`config.mk`:
```
export PLATFORM = sky130hd
export DESIGN_NAME = brace_block_end_finder
export DESIGN_NICKNAME = d
export VERILOG_FILES = /design/src/hw/rtl/bbe_pkg.sv /design/src/hw/rtl/bbe_step.sv /design/src/hw/rtl/brace_block_end_finder.sv
export SDC_FILE = /design/constraint.sdc
export NUM_CORES = 1
export LEC_CHECK = 0
export BUFFER_PORTS_ARGS = -buffer_cell sky130_fd_sc_hd__buf_2
export CORE_ASPECT_RATIO = 1.2
export CORE_MARGIN = 2
export CORE_UTILIZATION = 40
export DETAILED_ROUTE_END_ITERATION = 16
export PLACE_DENSITY = 0.61
export SYNTH_ARGS = -nofsm -noshare
export SYNTH_HDL_FRONTEND = slang
export SYNTH_SLANG_ARGS = --single-unit
```
`constraint.sdc`:
```
create_clock -name clk -period 3.3 [get_ports clk]
set_input_delay 0.66 -clock clk [delete_from_list [all_inputs] [get_ports clk]]
set_output_delay 0.66 -clock clk [all_outputs]
set_load 0.005 [all_outputs]
```
`src/hw/rtl/bbe_pkg.sv`:
```
// bbe_pkg: shared types, codes and character constants of the brace block end finder
// no dependencies; imported by bbe_step, brace_block_end_finder and bbe_checker

package bbe_pkg;

	localparam int unsigned MAX_DEPTH = 255;
	localparam logic [7:0] DEPTH_CAP = (MAX_DEPTH > 255) ? 8'd255 : 8'(MAX_DEPTH);

	localparam logic [7:0] CH_LBRACE    = 8'h7B;
	localparam logic [7:0] CH_RBRACE    = 8'h7D;
	localparam logic [7:0] CH_SLASH     = 8'h2F;
	localparam logic [7:0] CH_STAR      = 8'h2A;
	localparam logic [7:0] CH_BACKSLASH = 8'h5C;
	localparam logic [7:0] CH_NEWLINE   = 8'h0A;
	localparam logic [7:0] CH_DQUOTE    = 8'h22;
	localparam logic [7:0] CH_SQUOTE    = 8'h27;

	typedef enum logic [2:0] {
		MODE_CODE       = 3'd0,
		MODE_SLASH      = 3'd1,
		MODE_STR        = 3'd2,
		MODE_STR_ESC    = 3'd3,
		MODE_LINE       = 3'd4,
		MODE_BLOCK      = 3'd5,
		MODE_BLOCK_STAR = 3'd6
	} lex_mode_t;

	localparam logic [1:0] CLS_CODE  = 2'd0;
	localparam logic [1:0] CLS_STR   = 2'd1;
	localparam logic [1:0] CLS_LINE  = 2'd2;
	localparam logic [1:0] CLS_BLOCK = 2'd3;

	localparam logic [1:0] END_NONE     = 2'd0;
	localparam logic [1:0] END_CLOSED   = 2'd1;
	localparam logic [1:0] END_UNCLOSED = 2'd2;

	localparam logic [1:0] FAULT_NONE  = 2'd0;
	localparam logic [1:0] FAULT_STRAY = 2'd1;
	localparam logic [1:0] FAULT_SAT   = 2'd2;

	typedef struct packed {
		lex_mode_t  mode;
		logic       quote_single;
		logic [7:0] depth;
	} scan_state_t;

	typedef struct packed {
		logic [1:0] end_kind;
		logic [7:0] depth;
		logic [1:0] context_res;
		logic [1:0] fault;
	} scan_result_t;

endpackage

```
`src/hw/rtl/bbe_step.sv`:
```
// bbe_step: combinational scan of one byte against the lexical state
// depends on bbe_pkg

module bbe_step import bbe_pkg::*; (
	input  logic [7:0]   ch,
	input  logic         start_req,
	input  logic         last,
	input  scan_state_t  cur,
	output scan_state_t  nxt,
	output scan_result_t res
);

	scan_state_t  st;
	logic         do_code;
	logic [1:0]   kind;
	logic [1:0]   cls;
	logic [1:0]   flt;
	logic [7:0]   quote;

	always_comb begin
		if (start_req) begin
			st = '{mode: MODE_CODE, quote_single: 1'b0, depth: 8'd0};
		end else begin
			st = cur;
		end
		kind    = END_NONE;
		flt     = FAULT_NONE;
		cls     = CLS_CODE;
		do_code = 1'b0;
		quote   = st.quote_single ? CH_SQUOTE : CH_DQUOTE;

		unique case (st.mode)
			MODE_STR: begin
				cls = CLS_STR;
				if (ch == quote) begin
					st.mode = MODE_CODE;
				end else if (ch == CH_BACKSLASH) begin
					st.mode = MODE_STR_ESC;
				end
			end
			MODE_STR_ESC: begin
				cls     = CLS_STR;
				st.mode = MODE_STR;
			end
			MODE_LINE: begin
				cls = CLS_LINE;
				if (ch == CH_NEWLINE) begin
					st.mode = MODE_CODE;
				end
			end
			MODE_BLOCK: begin
				cls = CLS_BLOCK;
				if (ch == CH_STAR) begin
					st.mode = MODE_BLOCK_STAR;
				end
			end
			MODE_BLOCK_STAR: begin
				cls = CLS_BLOCK;
				if (ch == CH_SLASH) begin
					st.mode = MODE_CODE;
				end else if (ch != CH_STAR) begin
					st.mode = MODE_BLOCK;
				end
			end
			MODE_SLASH: begin
				if (ch == CH_SLASH) begin
					st.mode = MODE_LINE;
					cls     = CLS_LINE;
				end else if (ch == CH_STAR) begin
					st.mode = MODE_BLOCK;
					cls     = CLS_BLOCK;
				end else begin
					st.mode = MODE_CODE;
					do_code = 1'b1;
				end
			end
			default: begin
				st.mode = MODE_CODE;
				do_code = 1'b1;
			end
		endcase

		// plain code byte
		if (do_code) begin
			if (ch == CH_LBRACE) begin
				if (st.depth >= DEPTH_CAP) begin
					flt = FAULT_SAT;
				end else begin
					st.depth = st.depth + 8'd1;
				end
			end else if (ch == CH_RBRACE) begin
				if (st.depth == 8'd0) begin
					flt = FAULT_STRAY;
				end else begin
					st.depth = st.depth - 8'd1;
					if (st.depth == 8'd0) begin
						kind = END_CLOSED;
					end
				end
			end else if (ch == CH_DQUOTE || ch == CH_SQUOTE) begin
				st.mode         = MODE_STR;
				st.quote_single = (ch == CH_SQUOTE);
				cls             = CLS_STR;
			end else if (ch == CH_SLASH) begin
				st.mode = MODE_SLASH;
			end
		end

		res.depth       = st.depth;
		res.context_res = cls;
		res.fault       = flt;

		// clear after an end
		if (kind == END_CLOSED || last) begin
			if (kind != END_CLOSED) begin
				kind = END_UNCLOSED;
			end
			nxt = '{mode: MODE_CODE, quote_single: 1'b0, depth: 8'd0};
		end else begin
			nxt = st;
		end
		res.end_kind = kind;
	end

endmodule

```
`src/hw/rtl/brace_block_end_finder.sv`:
```
// brace_block_end_finder: top level with input register, scan state and result register
// depends on bbe_pkg and bbe_step

// One source byte per transaction, one result per byte, in order. A byte is held in
// an input register, scanned there against the lexical state by a
// single combinational step, and its result is written to the output register
// when that step advances; out_valid is driven from that register, and a new byte is taken every
// cycle while the output side is not stalled. The result register lets the next byte
// enter while a result still waits to be taken.
module brace_block_end_finder import bbe_pkg::*; (
	input  logic       clk,
	input  logic       arst_n,
	input  logic       in_valid,
	output logic       in_stall,
	input  logic [7:0] ch,
	input  logic       start_req,
	input  logic       last,
	output logic       out_valid,
	input  logic       out_stall,
	output logic [1:0] end_kind,
	output logic [7:0] depth,
	output logic [1:0] context_res,
	output logic [1:0] fault
);

	logic         valid_s1;
	logic [7:0]   ch_s1;
	logic         start_s1;
	logic         last_s1;
	logic         advance;
	scan_state_t  state_q;
	scan_state_t  state_nxt;
	scan_result_t res;
	scan_result_t res_s2;
	logic         valid_s2;

	assign advance  = valid_s1 && (!valid_s2 || !out_stall);
	assign in_stall = valid_s1 && !advance;

	bbe_step u_step (
		.ch        (ch_s1),
		.start_req (start_s1),
		.last      (last_s1),
		.cur       (state_q),
		.nxt       (state_nxt),
		.res       (res)
	);

	always_ff @(posedge clk or negedge arst_n) begin
		if (!arst_n) begin
			valid_s1 <= 1'b0;
			valid_s2 <= 1'b0;
			state_q  <= '{mode: MODE_CODE, quote_single: 1'b0, depth: 8'd0};
		end else begin
			if (in_valid && !in_stall) begin
				valid_s1 <= 1'b1;
			end else if (advance) begin
				valid_s1 <= 1'b0;
			end
			if (advance) begin
				valid_s2 <= 1'b1;
				state_q  <= state_nxt;
			end else if (!out_stall) begin
				valid_s2 <= 1'b0;
			end
		end
	end

	always_ff @(posedge clk) begin
		if (in_valid && !in_stall) begin
			ch_s1    <= ch;
			start_s1 <= start_req;
			last_s1  <= last;
		end
		if (advance) begin
			res_s2 <= res;
		end
	end

	assign out_valid   = valid_s2;
	assign end_kind    = res_s2.end_kind;
	assign depth       = res_s2.depth;
	assign context_res = res_s2.context_res;
	assign fault       = res_s2.fault;

endmodule

```
==> flow_metrics.tcl <==
set metrics [dict create \
    cp_max_fo 10 \
    filler_cell_count 562 \
    clk_latency_ns 0.29 \
    rr_startpoint "start_s1" \
    synthAdderAreaFrac_pct 2.09 \
    grt_pass1_wl_um 9630 \
    synth_top_family_by_area "simple AND/OR/NAND/NOR gates" \
    grt_max_degree 25 \
    slowest_stage "nor3_4" \
    ys_seq_area_share_pct 44.7 \
    grt_pass1_vias 1960 \
    syn_area_sq_um 2390 \
    tritoncts "built" \
    path_cells "clkinv_1, nand2_1, ha_1, nor4b_1, o211a_1, nor4_1, nor4_2, nor3_4, a22o_1" \
    synth_cells 241 \
    start_util_pct 42.0 \
    cts.sinks 38 \
    fin_crit_sh_pct 79.3 \
    dieArea_sq_um 6620 \
    viasPerCell 5.92 \
    hold_buffers 0 \
    p_leak_nw 1.05 \
    syn-num-nets 259 \
    synth_xor_area_share_pct 1.46 \
    power_density_nw_per_um2 350 \
    place_area_sq_um 2590 \
    grt.total_usage_pct 19.1 \
    die_h_um 88.7 \
    ctsResizeCount 0 \
    crit_family "simple AND/OR/NAND/NOR gates" \
    critical_path.endpoint "state_q[6]" \
    synth_compound_area_share_pct 22.4 \
    setup_violations 0 \
    clockBufferDepth 2 \
    min_period_ns 2.62 \
    synth-simple-area-share_pct 25.1 \
    numCtsBuffers 5 \
    wl_per_cell_um 16.5 \
    synth.distinct_cells 61 \
    peakVddDrop_v 0.000177 \
    synth.area.mux_share_pct 0.418 \
    startpoint "start_s1" \
    critical_path_cell_count 9 \
    worst_setup_path_end_kind "flop" \
    ys_seq_elements 38 \
    synth_ff_type "edfxtp_1" \
    vias 2042 \
    finalWeightedCongestion 0.939 \
    dp_hpwl_um 4180 \
    area_growth_pct 11.7 \
    min_path_type "primary input to asynchronous set/reset pin" \
    utilization_pct 46.9 \
    die_w_um 74.6 \
    worst-path-buf-inv 1 \
    synth_top_area_share_pct 30.1 \
    antennaDiodeCount 0 \
    startpoint_type "flop" \
    outcome "completed" \
    cpPeakStageDelay_ns 0.46 \
    avgSynthCellArea_sq_um 9.93 \
    slew_headroom_pct 60.8 \
    cts_setup_buffers 0 \
    finalSetupTns_ns 0 \
    first_pass_iters 4 \
    final_nets 282 \
    cp.arrival_ns 2.84 \
    port_buffers 29 \
    r2r_end "state_q[6]" \
    fin_skew_ns 0.0114 \
    timing.fmax_mhz 382 \
    grt-ovfl-total 0 \
    root_buffer "clkbuf_8" \
    r2r_cells 9 \
    r2r_setup_slack_ns 0.68 \
    drive_gt1_share_pct 18.5 \
    dr.first_iter.drc_count 324 \
    worst_slew_pin_slew_ns 0.587 \
    rows 30 \
    path_clk_slew_ns 0.08 \
    synth-warning-count 0 \
    maxCapViolCount 0 \
    totalPowerFinal_w 0.000937 \
    drv_slew 0 \
    final_area_sq_um 2670 \
    drc 0 \
    postRouteAntennaNets 0 \
    synth_top_area_cell "edfxtp_1" \
    core_sq_um 5710 \
    path_class "flop to flop" \
    routed_wl_um 5700 \
    synth_edf_count 24 \
    hold_violations 0 \
    worst_ep_required_time_ns 3.52 \
    io_pins 30 \
    antenna_found_initial 0 \
    yosys-top-cells-area "edfxtp_1 (30%), dfrtp_1 (15%), a22o_1 (4.4%)" \
    synthArstFlopShare_pct 36.8 \
    h-tree-depth 2 \
    rsz0062_at_grt "no" \
]
==> logic make-up after synthesis <==
family / after synthesis
compound gates: 71
xor+xnor: 4
fa+ha+maj: 4
buf+inv: 22
flops: 38
mux: 1
simple gates: 101
==> power breakdown <==
part	internal, W	switching, W	total, W
logic	0.0000278	0.0000515	0.0000793
registers	0.000531	0.0000136	0.000545
clock network	0.000145	0.000168	0.000313
total	0.000704	0.000233	0.000937
==> per-stage QoR <==
| stage | setup WS (ns) | cells | hold WS (ns) |
|---|---|---|---|
| 2_1_floorplan | 0.985 | 241 | 0.364 |
| 3_3_place_gp | 0.810 | 337 | 0.454 |
| 3_5_place_dp | 0.703 | 337 | 0.469 |
| 4_1_cts | 0.693 | 345 | 0.272 |
| 5_1_grt | 0.428 | 345 | 0.290 |
| 6_report | 0.683 | 345 | 0.268 |
==> routing by layer <==
layer	vias up	part of all wire, %	GRT usage (%)
met2	73	49	31.2
met3	20	4.4	2.73
met4	0	4.3	10.1
met5	-	0	0
met1	973	43	24.4
li1	976	-	-
==> layout by cell type, fill, tap and decap left out, types with 3 or more instances in the layout <==
cell type | Yosys | routed
or3_1 | 5 | 5
nand4_1 | 3 | 3
a211oi_1 | 3 | 3
nand3b_1 | 3 | 3
nor4_1 | 5 | 5
buf_2 | 1 | 29
nand2b_1 | 6 | 6
a22oi_1 | 4 | 4
o211ai_1 | 4 | 4
edfxtp_1 | 24 | 24
o21ai_0 | 12 | 12
a22o_1 | 12 | 12
a21o_1 | 5 | 5
a31oi_1 | 4 | 4
xnor2_1 | 3 | 3
and2_1 | 3 | 3
and3_1 | 6 | 6
a21oi_1 | 5 | 5
nand3_1 | 5 | 5
clkbuf_8 | 0 | 5
nand2_1 | 19 | 19
nor2b_1 | 7 | 7
nor4b_1 | 4 | 4
dfrtp_1 | 14 | 14
nor3_1 | 6 | 6
inv_1 | 6 | 6
ha_1 | 4 | 4
nor2_1 | 16 | 16
o31ai_1 | 3 | 3
==> worst min-delay path by stage <==
stage / from / slack, ns / end
after detailed placement: valid_s1 / 0.47 / out_valid
final: arst_n / 0.27 / state_q[1]
after floorplan: arst_n / 0.36 / out_valid
after global placement: valid_s1 / 0.45 / out_valid
after global routing: arst_n / 0.29 / state_q[1]
after CTS: arst_n / 0.27 / state_q[0]
==> synth_stat cells (2+ instances only) <==
master     count
nand4b_1       2
and2_1         3
nor2_1        16
a211oi_1       3
a32o_1         2
dfrtp_1       14
a31oi_1        4
ha_1           4
a21o_1         5
nand3_1        5
a22oi_1        4
o2111ai_1      2
edfxtp_1      24
xnor2_1        3
nor4_1         5
nand3b_1       3
a21oi_1        5
o31ai_1        3
inv_1          6
clkbuf_1      12
and3_1         6
o211ai_1       4
nand4_1        3
nand2b_1       6
or3_1          5
nor2b_1        7
a22o_1        12
o22ai_1        2
o21ai_0       12
nor4b_1        4
nor3_1         6
nand2_1       19
o31a_1         2
==> cell type report <==
type                       count  area (sq um)  share of cell area (%)
tap                           80           100                    3.74
inverter                       7          26.3                   0.983
multi-input combinational    181          1230                    46.0
clock buffer                   5          68.8                    2.57
sequential                    38          1070                    40.1
clock inverter                 3          16.3                   0.608
timing repair buffer          31           160                    5.99
==> state kept, by name, indices dropped and copies added, names as in the netlist <==
| signal | cells |
|---|---|
| state_q | 12 |
| ch_s1 | 8 |
| depth | 8 |
| context_res | 2 |
| end_kind | 2 |
| fault | 2 |
| last_s1 | 1 |
| out_valid | 1 |
| start_s1 | 1 |
| valid_s1 | 1 |
(Power assumes the default switching activity.)
